===== src/hw/rtl/cfp_div_cell.sv =====
`default_nettype none
module cfp_div_cell #(
  parameter int REM_W = 8,
  parameter int WORD_W = 8,
  parameter int SIDE_W = 1
) (
  input  logic              clk,
  input  logic              rst,
  input  logic              en,
  input  logic              in_valid,
  input  logic [REM_W-1:0]  in_rem,
  input  logic [REM_W-2:0]  in_dvs,
  input  logic [WORD_W-1:0] in_word,
  input  logic [SIDE_W-1:0] in_side,
  output logic              out_valid,
  output logic [REM_W-1:0]  out_rem,
  output logic [REM_W-2:0]  out_dvs,
  output logic [WORD_W-1:0] out_word,
  output logic [SIDE_W-1:0] out_side
);

  logic [REM_W-1:0] shifted;
  logic             take;
  logic [REM_W-1:0] rem_next;
  logic [WORD_W-1:0] word_next;

  // restoring step: remainder stays below the divisor
  assign shifted = {in_rem[REM_W-2:0], in_word[WORD_W-1]};
  assign take = shifted >= {1'b0, in_dvs};
  assign rem_next = take ? shifted - {1'b0, in_dvs} : shifted;
  assign word_next = {in_word[WORD_W-2:0], take};

  always_ff @(posedge clk) begin
    if (rst) begin
      out_valid <= 1'b0;
    end else if (en) begin
      out_valid <= in_valid;
    end
  end

  always_ff @(posedge clk) begin
    if (en) begin
      out_rem <= rem_next;
      out_dvs <= in_dvs;
      out_word <= word_next;
      out_side <= in_side;
    end
  end

endmodule
`default_nettype wire


===== config.mk =====
export PLATFORM = sky130hd
export DESIGN_NAME = cfp_div_cell
export DESIGN_NICKNAME = d
export VERILOG_FILES = /design/src/hw/rtl/cfp_div_cell.sv
export SDC_FILE = /design/constraint.sdc
export NUM_CORES = 1
export LEC_CHECK = 0
export BUFFER_PORTS_ARGS = -buffer_cell sky130_fd_sc_hd__buf_4
export CAP_MARGIN = 20
export CELL_PAD_IN_SITES_DETAIL_PLACEMENT = 1
export CELL_PAD_IN_SITES_GLOBAL_PLACEMENT = 1
export CORE_ASPECT_RATIO = 2
export CORE_MARGIN = 1.5
export CORE_UTILIZATION = 25
export CTS_CLUSTER_DIAMETER = 30
export DETAILED_ROUTE_END_ITERATION = 8
export GPL_TIMING_DRIVEN = 1
export PLACE_DENSITY_LB_ADDON = 0.1
export RECOVER_POWER = 25
export SLEW_MARGIN = 20
export SYNTH_ARGS = -nofsm -noshare
export SYNTH_HDL_FRONTEND = slang
export SYNTH_SLANG_ARGS = --single-unit

===== constraint.sdc =====
create_clock -name clk -period 3.15 [get_ports clk]
set_input_delay 0.4725 -clock clk [delete_from_list [all_inputs] [get_ports clk]]
set_output_delay 0.4725 -clock clk [all_outputs]
set_load 0.1 [all_outputs]

# == After elaboration in Yosys (flattened, before gate mapping) ==
# Cells that the tools add are included.
# word_totals
reg_bits,25
input_bits,28
output_inout_bits,25
wordCells,8
# op_classes
n_addsub,1
magnitude_cmp,1
mux,1
# op_table
operator,count
$ge A8 B7 Y1,1
$mux W8,1
$sub A8 B7 Y8,1

# == Logic depth before layout (Yosys ltp) ==
# depth
word_depth,2
ltp_mapped,10
depth_no_buf,9

# == Least setup slack after synthesis ==
# No wires, ideal clock.
# synth_timing
kind,input port to flip-flop
from,in in_word[7]
to,reg out_rem[3] (data pin)
setup_time_ns,0.260
arrival_ns,2.187
required_ns,2.890
slack_ns,0.703
stages,10
path_buffers,1
cell_sequence,inv_1 > ha_1 > fa_1 > and2b_1 > o22ai_2 > a31o_4 > and2_4 > buf_6 > inv_4 > mux2_4
# synth_via
elab_chain_len,2
# synth_rtl
element,line,rtl
"start, declared",13,"input logic [WORD_W-1:0] in_word,"
$ge A8 B7 Y1,29,"assign take = shifted >= {1'b0, in_dvs};"
via take,23,logic take;
$mux W8,30,"assign rem_next = take ? shifted - {1'b0, in_dvs} : shifted;"
via rem_next[3],24,logic [REM_W-1:0] rem_next;
"end signal, assigned",43,out_rem <= rem_next;
"end, declared",16,"output logic [REM_W-1:0] out_rem,"
# The timed path passes the listed nets, and every way through them passes these cells.
# A chain may end at the register's enable or synchronous reset.

# == Worst setup path in the final report ==
# Ends and elaborated chain as after synthesis.

==> results.md <==
* Launch point of the worst reg-to-reg path: out_valid
* Total power at around 1.0 mW
* Largest net degree at the start of global routing at 26
* Worst skew pair latency at 260 ps
* Drt wl/cell at 14.3 um
* Yosys cell types at 32
* Final period util at 73.1%
* Port bufs at 51
* Post-synth top area share at 59.8%
* Arrival time worst endpoint at 2320 ps
* CP endpoint kind: flop
* Status: complete, no violations
* FF+latch count, synth at 25
* Hold WC Path Type: in -> reg
* Count of pins over their slew limit at 0
* Most frequent cell after synthesis: edfxtp_1
* IO Pins at 53
* Max frequency at 0.434 GHz
* Type of origin of the critical path: input pin
* Utilization after layout at 36.2%
* Die Span Y at about 100 um
* Critical path fanouts, max at 8
* Crit Path Class: in -> reg
* R2R depth at 2
* Final TNS setup at 0 ps
* RSZ-0062 raised after global routing: false
* Setup Fix Bufs, Post-CTS at 0
* Die Area at 0.00528 mm^2
* Clk slew on worst S/H paths at 80 ps
* Max cap viols at 0
* First-pass DRT Iterations at 3
* Max rail drop VDD at 0.280 mV
* Initial core utilization at 26.0%
* Hold EP: out_valid
* Hold Path Depth at 2
* First-pass GRT wire length at 4530 um
* Layout cells sized above 1 at 39.9%
* DP HPWL at between 2000 and 2500 um
* Total Wirelength at 2830 um
* Final Hold Viols at 0
* Largest stage delay on the critical path at ~400 ps
* Antenna viol nets, final at 0
* Nets at 180
* Req. time, crit path at 3170 ps
* Synth warn at 0
* Multi-input logic area at ~410 um^2
* Die extent in x at 52.1 um
* R2r setup slk at between 2000 and 3000 ps
* Rows at 35
* Ranking of synthesized cells by area: edfxtp_1 (60%), ha_1 (7.3%), inv_1 (2.8%)
* CTS buffer count at 3
* Root cell of the clock tree: clkbuf_8
* Placer Congestion at 0.802
* Clock Tree Buf Depth at 2
* GR Overflow Total at 0
* Syn avg cell area at 13.7 um^2
* Leakage power at 0.716 nW
* Initial DRC count at 10
* Post-synth EDFFs at 24
* Gate Count Post-Synth at just under 90
* Htree depth at 1
* Fraction of registers with async set/reset at 0%
* Initial antenna violation count at 0
* Vias in the first global route at 1018
* # fillers at 549
* Min Tclk post-route at 2300 ps
* PD cells at approximately 590 mW/mm^2
* Worst slew pin tran at 1330 ps
* Primary FF master, synth: edfxtp_1
* DRC at 0
* Sequential fraction of the synthesis area at 61.4%
* Core area at 0.00464 mm^2
* Slew headroom at 11.3%
* Reg2reg end: out_valid
* Number of setup violations in the final report at 0
* Hold-fix buffers at CTS at 0
* Area leader, netlist: edfxtp_1
* Antenna Cells at 0
* Setup Skew at 0 ps
* Sequential Area at 741 um^2
* GRT Overall Usage at 11.7%
* Via count at 913
* Vias per cell at around 4.6
* TritonCTS clock tree: built
* Critical Path Slowest Stage Cell: fa_1
* Synth Cell Area at 0.00121 mm^2
* Top cells by count, synth: edfxtp_1 (24), inv_1 (9), ha_1 (7)
* Syn nets at 124
* Post-CTS Resized at 0
* Min-delay src: rst
* CTS sink count at 25
* Worst path cell trace: buf_4, inv_1, ha_1, fa_1, and2b_1, o22ai_2, a31o_4, and2_4, inv_4, mux2_4
* Synth-to-Final Area Change at 39.4%
layout make-up:
type	count	share of cell area, %
clock buffers	3	2.46
clock inverters	1	0.298
inverters	10	2.38
multi-input cells	52	24.6
flip-flops and latches	25	44.0
well taps	55	4.09
repair buffers	52	22.1
state kept, by name (all words and copies together), names as in the netlist:
register	count
out_word	8
out_dvs	7
out_rem	8
out_side	1
out_valid	1
metrics by stage:
stage / setup WS, ps / hold WS [ps] / instances / area (um^2)
CTS: 815 / 351 / 198 / 1700
global route: 758 / 364 / 198 / 1680
floorplan: 703 / 545 / 88 / 1210
finish: 847 / 362 / 198 / 1680
detailed placement: 530 / 520 / 194 / 1650
global placement: 542 / 473 / 194 / 1650
where the power goes:
group | internal, mW | total, mW | switching, mW
Sequential | 0.403 | 0.412 | 0.00848
Combinational | 0.0986 | 0.404 | 0.305
Clock | 0.0882 | 0.180 | 0.0922
worst max-delay path: cells and delay by family:
kind / cells / cell delay, ps
AOI/OAI and AO/OA: 2 / 360
adders and majority gates: 2 / 600
buffers and inverters: 3 / 170
muxes: 1 / 280
and+or+nand+nor: 2 / 430
how the worst max path moves through the flow:
stage | start | endpoint | slack, ps | depth (start not counted)
3_5_place_dp | in_dvs[0] | out_rem[3] | 530 | 9
2_1_floorplan | in_word[7] | out_rem[3] | 700 | 10
6_report | in_word[7] | out_rem[3] | 850 | 10
3_3_place_gp | in_dvs[0] | out_rem[3] | 540 | 9
4_1_cts | in_dvs[0] | out_rem[3] | 810 | 9
5_1_grt | in_dvs[0] | out_rem[3] | 760 | 9
cells by family (layout without fill, tap and decap cells):
| logic type | count (synthesis) | after routing | share of synthesized area [%] |
|---|---|---|---|
| adder cells (fa/ha/maj) | 8 | 8 | 8.92 |
| buffers and inverters | 11 | 66 | 4.25 |
| AND/OR/NAND/NOR | 19 | 19 | 8.82 |
| flip-flops | 25 | 25 | 61.4 |
| AO/OA/AOI/OAI | 22 | 22 | 13.8 |
| XOR/XNOR | 1 | 1 | 0.726 |
| multiplexers | 2 | 2 | 2.07 |
layer usage:
metal / vias up / track usage (%) / share of wire, % / routed length (um)
li1: 444 / - / - / -
met1: 428 / 11.2 / 33 / 933
met2: 35 / 20.9 / 57 / 1600
met3: 6 / 2.51 / 7.3 / 208
met4: 0 / 8.10 / 3.1 / 87
met5: - / 0 / 0 / 0
cell usage in the layout, fill, tap and decap left out, types with 2 or more instances in the layout:
cell type,count
nand3_1,6
clkbuf_8,3
a21oi_1,2
o21a_1,4
o21ai_0,5
ha_1,7
clkbuf_1,5
o31ai_1,3
buf_4,36
nor2_1,3
clkbuf_4,11
inv_1,9
nor2b_1,2
edfxtp_1,24
nor3_1,2
(Power assumes the default switching activity.)
