## src/hw/rtl/cfp_pkg.sv

```systemverilog
`default_nettype none
package cfp_pkg;

  localparam int CLAMP_BITS = 40;
  localparam int QUO_W = CLAMP_BITS + 1;
  localparam logic [QUO_W-1:0] CLAMP_MAG = QUO_W'(1) << CLAMP_BITS;

  localparam int SQ_LO_W = 21;
  localparam int SQ_HI_W = QUO_W - SQ_LO_W;
  localparam int SUMSQ_W = 2 * QUO_W;

  localparam int RECIP_W = 64;
  localparam int RECIP_REM_W = RECIP_W + 2;

  localparam int RADICAND_W = 64;
  localparam int ROOT_W = RADICAND_W / 2;
  localparam int ROOT_REM_W = ROOT_W + 2;

endpackage
`default_nettype wire

```

## src/hw/rtl/cfp_sqrt_cell.sv

```systemverilog
`default_nettype none
module cfp_sqrt_cell #(
  parameter int SIDE_W = 1
) (
  input  logic                           clk,
  input  logic                           rst,
  input  logic                           en,
  input  logic                           in_valid,
  input  logic [cfp_pkg::ROOT_REM_W-1:0] in_rem,
  input  logic [cfp_pkg::ROOT_W-1:0]     in_root,
  input  logic [cfp_pkg::RADICAND_W-1:0] in_word,
  input  logic [SIDE_W-1:0]              in_side,
  output logic                           out_valid,
  output logic [cfp_pkg::ROOT_REM_W-1:0] out_rem,
  output logic [cfp_pkg::ROOT_W-1:0]     out_root,
  output logic [cfp_pkg::RADICAND_W-1:0] out_word,
  output logic [SIDE_W-1:0]              out_side
);

  logic [cfp_pkg::ROOT_REM_W:0]   shifted;
  logic [cfp_pkg::ROOT_REM_W:0]   trial;
  logic                           take;
  logic [cfp_pkg::ROOT_REM_W:0]   diff;

  // one result bit per cell, two radicand bits consumed
  assign shifted = {in_rem[cfp_pkg::ROOT_REM_W-2:0],
                    in_word[cfp_pkg::RADICAND_W-1 -: 2]};
  assign trial = {1'b0, in_root, 2'b01};
  assign take = shifted >= trial;
  assign diff = shifted - trial;

  always_ff @(posedge clk) begin
    if (rst) begin
      out_valid <= 1'b0;
    end else if (en) begin
      out_valid <= in_valid;
    end
  end

  always_ff @(posedge clk) begin
    if (en) begin
      out_rem <= take ? diff[cfp_pkg::ROOT_REM_W-1:0]
                      : shifted[cfp_pkg::ROOT_REM_W-1:0];
      out_root <= {in_root[cfp_pkg::ROOT_W-2:0], take};
      out_word <= {in_word[cfp_pkg::RADICAND_W-3:0], 2'b00};
      out_side <= in_side;
    end
  end

endmodule
`default_nettype wire

```

## config.mk

```make
export PLATFORM = sky130hd
export DESIGN_NAME = cfp_sqrt_cell
export DESIGN_NICKNAME = d
export VERILOG_FILES = /design/src/hw/rtl/cfp_pkg.sv /design/src/hw/rtl/cfp_sqrt_cell.sv
export SDC_FILE = /design/constraint.sdc
export NUM_CORES = 1
export LEC_CHECK = 0
export BUFFER_PORTS_ARGS = -buffer_cell sky130_fd_sc_hd__buf_2
export CAP_MARGIN = 20
export CORE_MARGIN = 2
export CORE_UTILIZATION = 48
export CTS_CLUSTER_DIAMETER = 50
export DETAILED_ROUTE_END_ITERATION = 16
export PLACE_DENSITY = 0.76
export SYNTH_ARGS = -nofsm -noshare
export SYNTH_HDL_FRONTEND = slang
export SYNTH_SLANG_ARGS = --single-unit
```

## constraint.sdc

```tcl
create_clock -name clk -period 3.63 [get_ports clk]
set_clock_uncertainty 0.15 [all_clocks]
set_input_delay 0.1815 -clock clk [delete_from_list [all_inputs] [get_ports clk]]
set_output_delay 0.1815 -clock clk [all_outputs]
set_load 0.03 [all_outputs]
```

# Word level (Yosys, flattened, before mapping)
# Index checks and enable logic that the tools add are counted.
[word_totals]
reg_bits = 130
input_bits = 135
out_inout_bits = 132
wordCells = 8
[op_classes]
add_sub_neg = 1
order_cmp = 1
mux = 1
[op_table]
columns = ["operator", "n"]
rows = [
  [">= comparator 35 x 34 -> 1 bit", 1],
  ["two-way mux 34 bit", 1],
  ["subtractor 34 bit", 1],
]

# Longest topological paths before layout
# Gate-level depths: netlist of the first run.
[depth]
word_depth = 2
mapped_depth = 13
ltp_nobuf = 10

# Least setup slack after synthesis of the first run
# Ideal clock, no wire load.
[synth_timing]
kind = "input port to flip-flop"
start = "in in_root[8] in the netlist's numbering"
end = "reg out_rem[17] in the netlist's numbering, data pin"
setup_ps = 262
arrival_ps = 2253
required_time_ps = 3218
slack_ps = 965
path_stages = 11
path_buffers = 1
path_cell_list = "inv_1 ha_1 and4_4 and3_4 a221oi_4 o211ai_2 and2_2 a31oi_2 buf_4 inv_2 mux2_1"
[synth_between]
elab_chain_cells = 2
word_cells_on_any_way = 3
cone_classes = "add/sub (1); order compare (1); mux (1)"
[synth_rtl]
columns = ["item", "line", "rtl"]
rows = [
  ["start, declared", "cfp_sqrt_cell.sv:10", "input logic [cfp_pkg::ROOT_W-1:0] in_root,"],
  [">= comparator 35 x 34 -> 1 bit", "cfp_sqrt_cell.sv:29", "assign take = shifted >= trial;"],
  ["net take", "cfp_sqrt_cell.sv:22", "logic take;"],
  ["two-way mux 34 bit", "cfp_sqrt_cell.sv:42", "out_rem <= take ? diff[cfp_pkg::ROOT_REM_W-1:0]"],
  ["end signal, assigned", "cfp_sqrt_cell.sv:42", ""],
  ["end, declared", "cfp_sqrt_cell.sv:14", "output logic [cfp_pkg::ROOT_REM_W-1:0] out_rem,"],
]
# The timed path passes the listed nets, and every way through them passes these cells.
# A chain may end at the register's enable or synchronous reset.

# Worst setup path in the final report of the first run
[layout_timing]
start = "in in_root[21] in the netlist's numbering"
end = "reg out_rem[26] in the netlist's numbering, data pin"
[layout_between]
elab_chain_cells = 2
word_cells_on_any_way = 3
cone_classes = "add/sub (1); order compare (1); mux (1)"
[layout_rtl]
columns = ["item", "line"]
rows = [
  ["subtractor 34 bit / >= comparator 35 x 34 -> 1 bit (equally long branches)", "cfp_sqrt_cell.sv:30, cfp_sqrt_cell.sv:29"],
  ["two-way mux 34 bit *", "cfp_sqrt_cell.sv:42"],
]
# Every way passes the cells marked *; elsewhere a longest branch is shown, timed or not.

==> run_results.csv, run 1 <==
group,metric,value,unit
floorplanning,start_util,48.57,%
global_route,grt_use_total,29.89,%
routing,drt-wirelength-per-cell,19.67,µm
floorplanning,dieArea,14180,µm²
cts,holdBufCountCts,129,
setup_path,worstSetupPathType,"in -> reg",
pwr,power.density,500.9,nW/µm²
cts,cts-root-buf,"clkbuf_16",
finish,fin_util,74.66,%
floorplanning,core,13090,µm²
pwr,peakVddDrop,0.3194,mV
synth,synth_cell_types,62,
routing,wirelength,21440,µm
synth,yosys.area.top_type,"edfxtp_1",
setup_path,cp-end-kind,"register",
cts,post_cts_buffers,0,
hold_path,hold_path.class,"in -> reg",
place,port_buffers,263,
synth,synth.top_cells.by_count,"edfxtp_1, nand2_1, inv_1",
cts,numCtsBuffers,17,
routing,vias_per_cell,5.324,
setup_path,slowest_stage,"dlygate4sd3_1",
setup_path,crit_buf_inv,4,
flow_run,drv_cap,0,
synth,synth.area.top_cells,"edfxtp_1, ha_1, o21ai_0, nand2_1, inv_1",
place,globalplace.congestion,0.8567,
global_route,grt_antenna_before_repair,0,
cts,h-tree-depth,4,
global_route,grt_max_degree,81,
setup_path,arrival,3.35,ns
setup_path,cp_max_fo,17,
setup_path,cp-start-kind,"input pin",
sta,setup_viol,0,
cts,cts_tree,"built",
routing,num_vias,5803,
setup_path,path_common_cell,"and4_1",
routing,drt_pass1_iterations,5,
sta,max_freq,0.3000,GHz
cts,cts_sinks,130,
synth,synth_top_area_share,60.96,%
synth,syn_inst,499,
synth,synth_flop_cell,"edfxtp_1",
finish,fillers,764,
finish,drive_above_1_share,34.72,%
setup_path,cp_cell_sequence,"dlygate4sd3_1 > buf_2 > inv_1 > ha_1 > and4_1 > and4_1 > and4_1 > a21oi_1 > o221ai_1 > a31oi_4 > buf_4 > a2111o_1 > o221a_1",
cts,path_clk_slew,0.06,ns
synth,netlist_area,6355,µm²
sta,tns,0,ns
finish,num-nets-final,1069,
synth,synth_edf_count,129,
place,placed_area,7861,µm²
finish,synthToLayoutAreaGrowth,53.73,%
synth,async_flop_share,0,%
setup_path,worstPathRequired,3.65,ns
global_route,grt_pass1_wl,32340,µm
setup_path,slowest_delay,0.55,ns
sta,finalHoldViolCount,0,
floorplanning,die_h,119.1,µm
finish,fin_area,9769,µm²
place,pre_cts_slack,0.4527,ns
sta,fin_crit_sh,91.83,%
routing,first_iter_violations,520,
cts,cts.repair.resized,0,
place,dp_hpwl,12710,µm
pwr,power.leakage,4.364,nW
sta,whs,0.06880,ns
floorplanning,die_x,119.1,µm
sta,grt_setup_unrepaired,"false",
routing,ant_nets,0,
sta,slew_viol_final,0,
global_route,grt_overflow_total,0,
synth,yosysSeqAreaShare,61.27,%
routing,route.detailed.drc,0,
global_route,grt_pass1_vias,5752,
sta,tightestPinTransition,0.7533,ns
floorplanning,rows,42,
setup_path,cp_top_family,"compound AO/OA/AOI/OAI gates",
floorplanning,ioPinCount,267,
sta,timing.final.ws_setup,0.2967,ns
sta,fin_crit,3.333,ns
synth,synth.avg_cell_area,12.74,µm²
sta,slew_headroom,49.78,%
synth,yosys_warnings,0,
synth,synthMostInstantiatedCell,"edfxtp_1",
synth,synth_seq_cells,130,
run_status,outcome,"completed",
cts,clock_path_buffers,2,
cts,clock_latency,0.42,ns
## state kept, by name, summed over array words and instances (netlist names)
register and count:
out_rem 34, out_valid 1, out_root 32, out_side 1, out_word 62
## worst min-delay path, cell delays in order
cell and delay [ns]:
buf_2 0.11, inv_1 0.05, a221oi_1 0.10
## final timing paths
path         slack (ns)         from           to  cells after the start
max                0.30  in_root[21]  out_rem[26]                     13
min                0.07   in_rem[28]  out_rem[30]                      3
max reg2reg        2.24    out_valid    out_valid                      3
min reg2reg        1.01    out_valid    out_valid                      3
## per-layer routing
| metal | track usage (%) | vias to the layer above | wire, µm |
|---|---|---|---|
| met5 | 0 | - | 0 |
| met4 | 10.94 | 0 | 720 |
| met3 | 8.094 | 60 | 1826 |
| met2 | 51.33 | 353 | 10630 |
| met1 | 36.07 | 2731 | 8264 |
| li1 | - | 2659 | - |
## layout make-up
cell class | count | area, µm² | share of cell area (%)
multi-input combinational | 311 | 2222 | 22.75
clock inverter | 13 | 181.4 | 1.857
inverter | 42 | 157.7 | 1.614
timing repair buffer | 398 | 2659 | 27.22
tap | 176 | 220.2 | 2.254
sequential | 130 | 3894 | 39.86
clock buffer | 19 | 432.9 | 4.431
antenna | 1 | 2.502 | 0.02561
## report_power, final
part	total (mW)	switching (mW)	leakage [nW]	internal, mW
clock network	1.82	0.676	0.287	1.15
registers	1.89	0.0495	1.27	1.84
logic	1.18	0.747	2.81	0.436
## cell usage in the layout, fill, tap and decap left out, types with 7 or more instances in the layout
cell type	instances
nor2_1	11
xnor2_1	15
ha_1	34
a21oi_1	29
edfxtp_1	129
o21bai_1	7
xor2_1	13
clkbuf_16	17
o21ai_0	40
dlygate4sd3_1	129
a21o_1	20
nand2_1	45
nand3_1	10
buf_2	262
inv_1	41
## logic make-up (layout without fill, tap and decap cells)
family                     after synthesis  count (layout)  share of synthesized area, %
AOI/OAI and AO/OA                      133             133                         14.59
DFF                                    130             130                         61.27
and+or+nand+nor                        111             111                         8.998
buffers and inverters                   59             472                         3.957
adders and majority gates               34              34                         6.694
xor gates and xnor gates                28              28                         3.859
muxes                                    3               3                        0.5709
other                                    1               3                       0.05901
## stage by stage
| step | power, mW | std cells |
|---|---|---|
| global placement | 2.909 | 928 |
| floorplan | 2.587 | 500 |
| finish | 4.893 | 1090 |
| global route | 5.027 | 1089 |
| CTS | 4.822 | 1089 |
| detailed placement | 2.929 | 928 |
Power figures use the tool's default switching activity.
==> run 2, diff against run 1 <==
--- a/config.mk
+++ b/config.mk
@@ -12,6 +12,7 @@
 export CTS_CLUSTER_DIAMETER = 50
 export DETAILED_ROUTE_END_ITERATION = 16
 export PLACE_DENSITY = 0.76
+export RECOVER_POWER = 25
 export SYNTH_ARGS = -nofsm -noshare
 export SYNTH_HDL_FRONTEND = slang
 export SYNTH_SLANG_ARGS = --single-unit
==> run 2 against run 1 <==
  * Core utilization shrank 0.37 points
  * Largest power group unchanged
  * Via count is essentially flat
  * Routed wire length shrank 0.58%
  * Cell area shrank 0.50%
  * Flip-flop and latch count is the same
  * Die area is the same
  * Count of clock-buffer cells in the layout is the same
  * Register-to-register slack lost 0.03 ns
  * Maximum frequency shrank 0.87%
  * Sequential power is essentially flat
  * Highest routed layer unchanged
  * The flow now finishes with violations (capacitance limit, slew limit)
==> run_results.csv, run 2 (synthesis results as in run 1) <==
group,metric,value,unit
cts,cts_tree,"built",
cts,cts.repair.resized,0,
place,dpl.cell_count,928,
sta,slew_viol_final,81,
routing,vias_per_cell,5.322,
routing,drt_pass1_iterations,5,
floorplanning,start_util,48.57,%
global_route,grt_pass1_wl,32340,µm
finish,regMostFlops,"out_word",
routing,drt-wirelength-per-cell,19.55,µm
floorplanning,rows,42,
sta,timing.final.ws_setup,0.2674,ns
setup_path,cp_max_fo,17,
setup_path,cp-end-kind,"register",
cts,clock_latency,0.41,ns
finish,largest_reg_flops,62,
floorplanning,ioPinCount,267,
floorplanning,die_h,119.1,µm
floorplanning,dieArea,14180,µm²
hold_path,hold_path.class,"in -> reg",
cts,clock_path_buffers,2,
pwr,power.density,502.5,nW/µm²
routing,wirelength,21310,µm
routing,first_iter_violations,465,
setup_path,worstSetupPathType,"in -> reg",
routing,route.detailed.drc,0,
flow_run,drv_cap,1,
cts,cts-root-buf,"clkbuf_16",
finish,fillers,794,
global_route,grt_max_degree,81,
sta,slew_headroom,-37.37,%
place,port_buffers,263,
run_status,violations,"capacitance limit, slew limit",
place,dp_hpwl,12710,µm
sta,fin_crit,3.363,ns
finish,fin_util,74.29,%
routing,num_vias,5801,
floorplanning,die_x,119.1,µm
global_route,grt_antenna_before_repair,0,
global_route,grt_overflow_total,0,
pwr,peakVddDrop,0.3132,mV
finish,layout_common_cells,"buf_2, dlygate4sd3_1, edfxtp_1",
sta,finalHoldViolCount,0,
finish,top_regs,"out_word (62), out_rem (34), out_root (32)",
routing,ant_nets,0,
place,globalplace.congestion,0.8567,
finish,drive_above_1_share,31.00,%
pwr,power.leakage,4.270,nW
finish,seq_area,3894,µm²
cts,path_clk_slew,0.06,ns
global_route,grt_use_total,29.89,%
sta,tightestPinTransition,2.061,ns
pwr,total_power,4.884,mW
cts,numCtsBuffers,17,
finish,fin_cells,1090,
cts,cts_sinks,130,
sta,max_freq,0.2974,GHz
finish,layout_commonest_cell,"buf_2",
setup_path,arrival,3.37,ns
finish,multiInputGateArea,2222,µm²
setup_path,worstPathRequired,3.64,ns
place,pre_cts_slack,0.4527,ns
sta,grt_setup_unrepaired,"false",
setup_path,cp-start-kind,"input pin",
sta,setup_viol,0,
run_status,outcome,"complete, but fails checks",
floorplanning,core,13090,µm²
sta,fin_crit_sh,92.63,%
cts,h-tree-depth,4,
finish,synthToLayoutAreaGrowth,52.96,%
sta,tns,0,ns
finish,num-nets-final,1069,
global_route,grt_pass1_vias,5752,
-- run 2: stage by stage --
| stage | hold WS (ns) | instance area (µm²) |
|---|---|---|
| after floorplan | 0.1039 | 6359 |
| after global placement | 0.1912 | 7861 |
| after detailed placement | 0.1969 | 7861 |
| after CTS | 0.05599 | 9767 |
| after global routing | 0.07559 | 9718 |
| final | 0.07753 | 9721 |
-- run 2: final timing paths --
check,start,endpoint,slack [ns],cells after the start
worst max-delay path,in_root[18],out_rem[26],0.27,13
worst min-delay path,in_rem[28],out_rem[30],0.08,3
worst max register to register,out_valid,out_valid,2.21,3
worst min register to register,out_valid,out_valid,1.01,3
-- run 2: critical path, stage by stage --
cell and delay (ns):
dlygate4sd3_1 0.56, clkbuf_1 0.19, inv_1 0.07, ha_1 0.36, and2_1 0.24, and4_1 0.31
and4_1 0.25, a21oi_1 0.05, o221ai_1 0.33, a31oi_4 0.10, buf_4 0.22, a2111o_1 0.39
o221a_1 0.11
-- run 2: timing repair --
action,in CTS,in global routing
setup endpoints to repair,0,0
endpoints found under the hold margin,128,0
hold buffers,129,0
buffers inserted,0,0
-- run 2: cell type report --
| class | instances | area share (%) |
|---|---|---|
| Antenna cell | 1 | 0.02574 |
| Multi-Input combinational cell | 311 | 22.86 |
| Inverter | 42 | 1.622 |
| Timing Repair Buffer | 398 | 26.85 |
| Clock buffer | 19 | 4.454 |
| Clock inverter | 13 | 1.866 |
| Tap cell | 176 | 2.265 |
| Sequential cell | 130 | 40.06 |
-- run 2: routing by layer --
| metal | wire, µm | part of all wire [%] | global-route usage (%) |
|---|---|---|---|
| met4 | 699 | 3.3 | 10.94 |
| met5 | 0 | 0 | 0 |
| met3 | 1729 | 8.1 | 8.094 |
| met2 | 10630 | 50 | 51.33 |
| met1 | 8256 | 39 | 36.07 |
-- run 2: power by group --
part	internal (mW)	total (mW)	switching, mW	leakage, nW
Clock	1.15	1.82	0.672	0.287
Sequential	1.84	1.89	0.0491	1.27
Combinational	0.430	1.18	0.746	2.71
==> run 3, diff against run 2 <==
--- a/config.mk
+++ b/config.mk
@@ -12,7 +12,7 @@
 export CTS_CLUSTER_DIAMETER = 50
 export DETAILED_ROUTE_END_ITERATION = 16
 export PLACE_DENSITY = 0.76
-export RECOVER_POWER = 25
+export RECOVER_POWER = 100
 export SYNTH_ARGS = -nofsm -noshare
 export SYNTH_HDL_FRONTEND = slang
 export SYNTH_SLANG_ARGS = --single-unit
==> run 3 against run 2 <==
  * The run still ends with capacitance limit, slew limit left
  * Critical endpoint unchanged
  * Via count is 0.29% higher
  * Clock power hardly changed
  * Combinational power is 3% lower
  * Worst setup slack better by 0.027 ns
  * Non-clock buffer count stayed put
==> run_results.csv, run 3 (synthesis results as in run 1) <==
group,metric,value,unit
run_status,outcome,"complete, but fails checks",
run_status,violations,"capacitance limit, slew limit",
finish,synthToLayoutAreaGrowth,50.19,%
finish,fin_area,9544,µm²
routing,wl_met3,1764,µm
sta,tns,0,ns
floorplanning,dieArea,14180,µm²
setup_path,cp-start-kind,"input pin",
cts,numCtsBuffers,17,
global_route,grt_pass1_vias,5752,
setup_path,worstSetupPathType,"in -> reg",
place,placed_area,7861,µm²
cts,post_cts_buffers,0,
sta,finalHoldViolCount,0,
cts,cts.repair.resized,0,
sta,slew_viol_final,110,
routing,wirelength,21550,µm
finish,top_regs,"out_word (62), out_rem (34), out_root (32)",
global_route,grt_overflow_total,0,
routing,m1WireLength,8396,µm
routing,num_vias,5818,
floorplanning,die_h,119.1,µm
floorplanning,core,13090,µm²
floorplanning,rows,42,
finish,fillers,899,
setup_path,cp_max_fo,17,
floorplanning,ioPinCount,267,
routing,first_iter_violations,452,
setup_path,worstPathRequired,3.64,ns
cts,path_clk_slew,0.06,ns
place,globalplace.congestion,0.8567,
hold_path,hold_path.class,"in -> reg",
sta,slew_headroom,-37.22,%
cts,h-tree-depth,4,
setup_path,cp-end-kind,"register",
sta,fin_crit_sh,91.89,%
setup_path,arrival,3.35,ns
place,dp_hpwl,12710,µm
routing,ant_nets,0,
floorplanning,die_x,119.1,µm
finish,layout_common_cells,"clkbuf_1, dlygate4sd3_1, edfxtp_1",
cts,cts_sinks,130,
place,port_buffers,263,
routing,route.detailed.drc,0,
cts,clock_latency,0.42,ns
finish,num-nets-final,1069,
finish,largest_reg_flops,62,
pwr,power.leakage,3.897,nW
sta,tightestPinTransition,2.058,ns
cts,holdBufCountCts,129,
finish,drive_above_1_share,16.10,%
global_route,grt_use_total,29.89,%
sta,max_freq,0.2998,GHz
cts,cts-root-buf,"clkbuf_16",
global_route,grt_antenna_before_repair,0,
routing,vias_per_cell,5.338,
pwr,power.density,508.7,nW/µm²
cts,cts_tree,"built",
finish,layout_commonest_cell,"clkbuf_1",
finish,regMostFlops,"out_word",
sta,setup_viol,0,
pwr,peakVddDrop,0.3170,mV
routing,drt-wirelength-per-cell,19.77,µm
floorplanning,start_util,48.57,%
cts,clock_path_buffers,2,
routing,wl_met2,10630,µm
sta,grt_setup_unrepaired,"false",
sta,fin_crit,3.336,ns
flow_run,drv_cap,2,
routing,drt_pass1_iterations,5,
routing,top_layer_used,"met4",
global_route,grt_pass1_wl,32340,µm
global_route,grt_max_degree,81,
[run 3: cell types whose count changed in the layout (fill, tap and decap cells not counted)]
cell and change:
clkbuf_1 +134, buf_2 -131, buf_4 -3, and2_1 +1
and2_2 -1, inv_1 +1, inv_2 -1
[run 3: cell type report]
cell class / instances / area, µm² / area share [%]
antenna: 1 / 2.502 / 0.02622
clock buffer: 19 / 432.9 / 4.536
clock inverter: 13 / 181.4 / 1.901
inverter: 42 / 157.7 / 1.652
multi-input combinational: 311 / 2221 / 23.27
sequential: 130 / 3894 / 40.80
tap: 176 / 220.2 / 2.307
timing repair buffer: 398 / 2435 / 25.51
[run 3: routing by layer]
metal | vias to the layer above | global-route usage, %
met5 | - | 0
met4 | 0 | 10.94
met3 | 66 | 8.094
met2 | 359 | 51.33
met1 | 2732 | 36.07
li1 | 2661 | -
[run 3: metrics by stage]
| step | hold WS, ns | setup slack, ns | instances | util, % | power (mW) |
|---|---|---|---|---|---|
| final | 0.07163 | 0.2944 | 1090 | 72.94 | 4.855 |
| after global routing | 0.07559 | 0.08994 | 1089 | 72.92 | 4.987 |
| after CTS | 0.05599 | 0.3378 | 1089 | 74.64 | 4.822 |
| after detailed placement | 0.1969 | 0.4527 | 928 | 60.08 | 2.929 |
| after global placement | 0.1912 | 0.5201 | 928 | 60.08 | 2.909 |
| after floorplan | 0.1039 | 0.9654 | 500 | - | 2.587 |
[run 3: power by group]
part	internal [mW]	switching [mW]
clock network	1.15	0.677
registers	1.84	0.0544
logic	0.387	0.749
[run 3: worst max-delay path, cell delays in order]
cell and delay, ns:
dlygate4sd3_1 0.55, clkbuf_1 0.19, inv_1 0.07, ha_1 0.36
and2_1 0.24, and4_1 0.31, and4_1 0.24, a21oi_1 0.05
o221ai_1 0.33, a31oi_4 0.09, buf_4 0.23, a2111o_1 0.39
o221a_1 0.11
[run 3: final timing paths]
| kind | from | to | slack, ns | cells after the start |
|---|---|---|---|---|
| setup / recovery | in_root[18] | out_rem[26] | 0.29 | 13 |
| hold / removal | in_rem[28] | out_rem[30] | 0.07 | 3 |
| setup reg to reg | out_valid | out_valid | 2.20 | 3 |
| hold reg to reg | out_valid | out_valid | 1.02 | 3 |
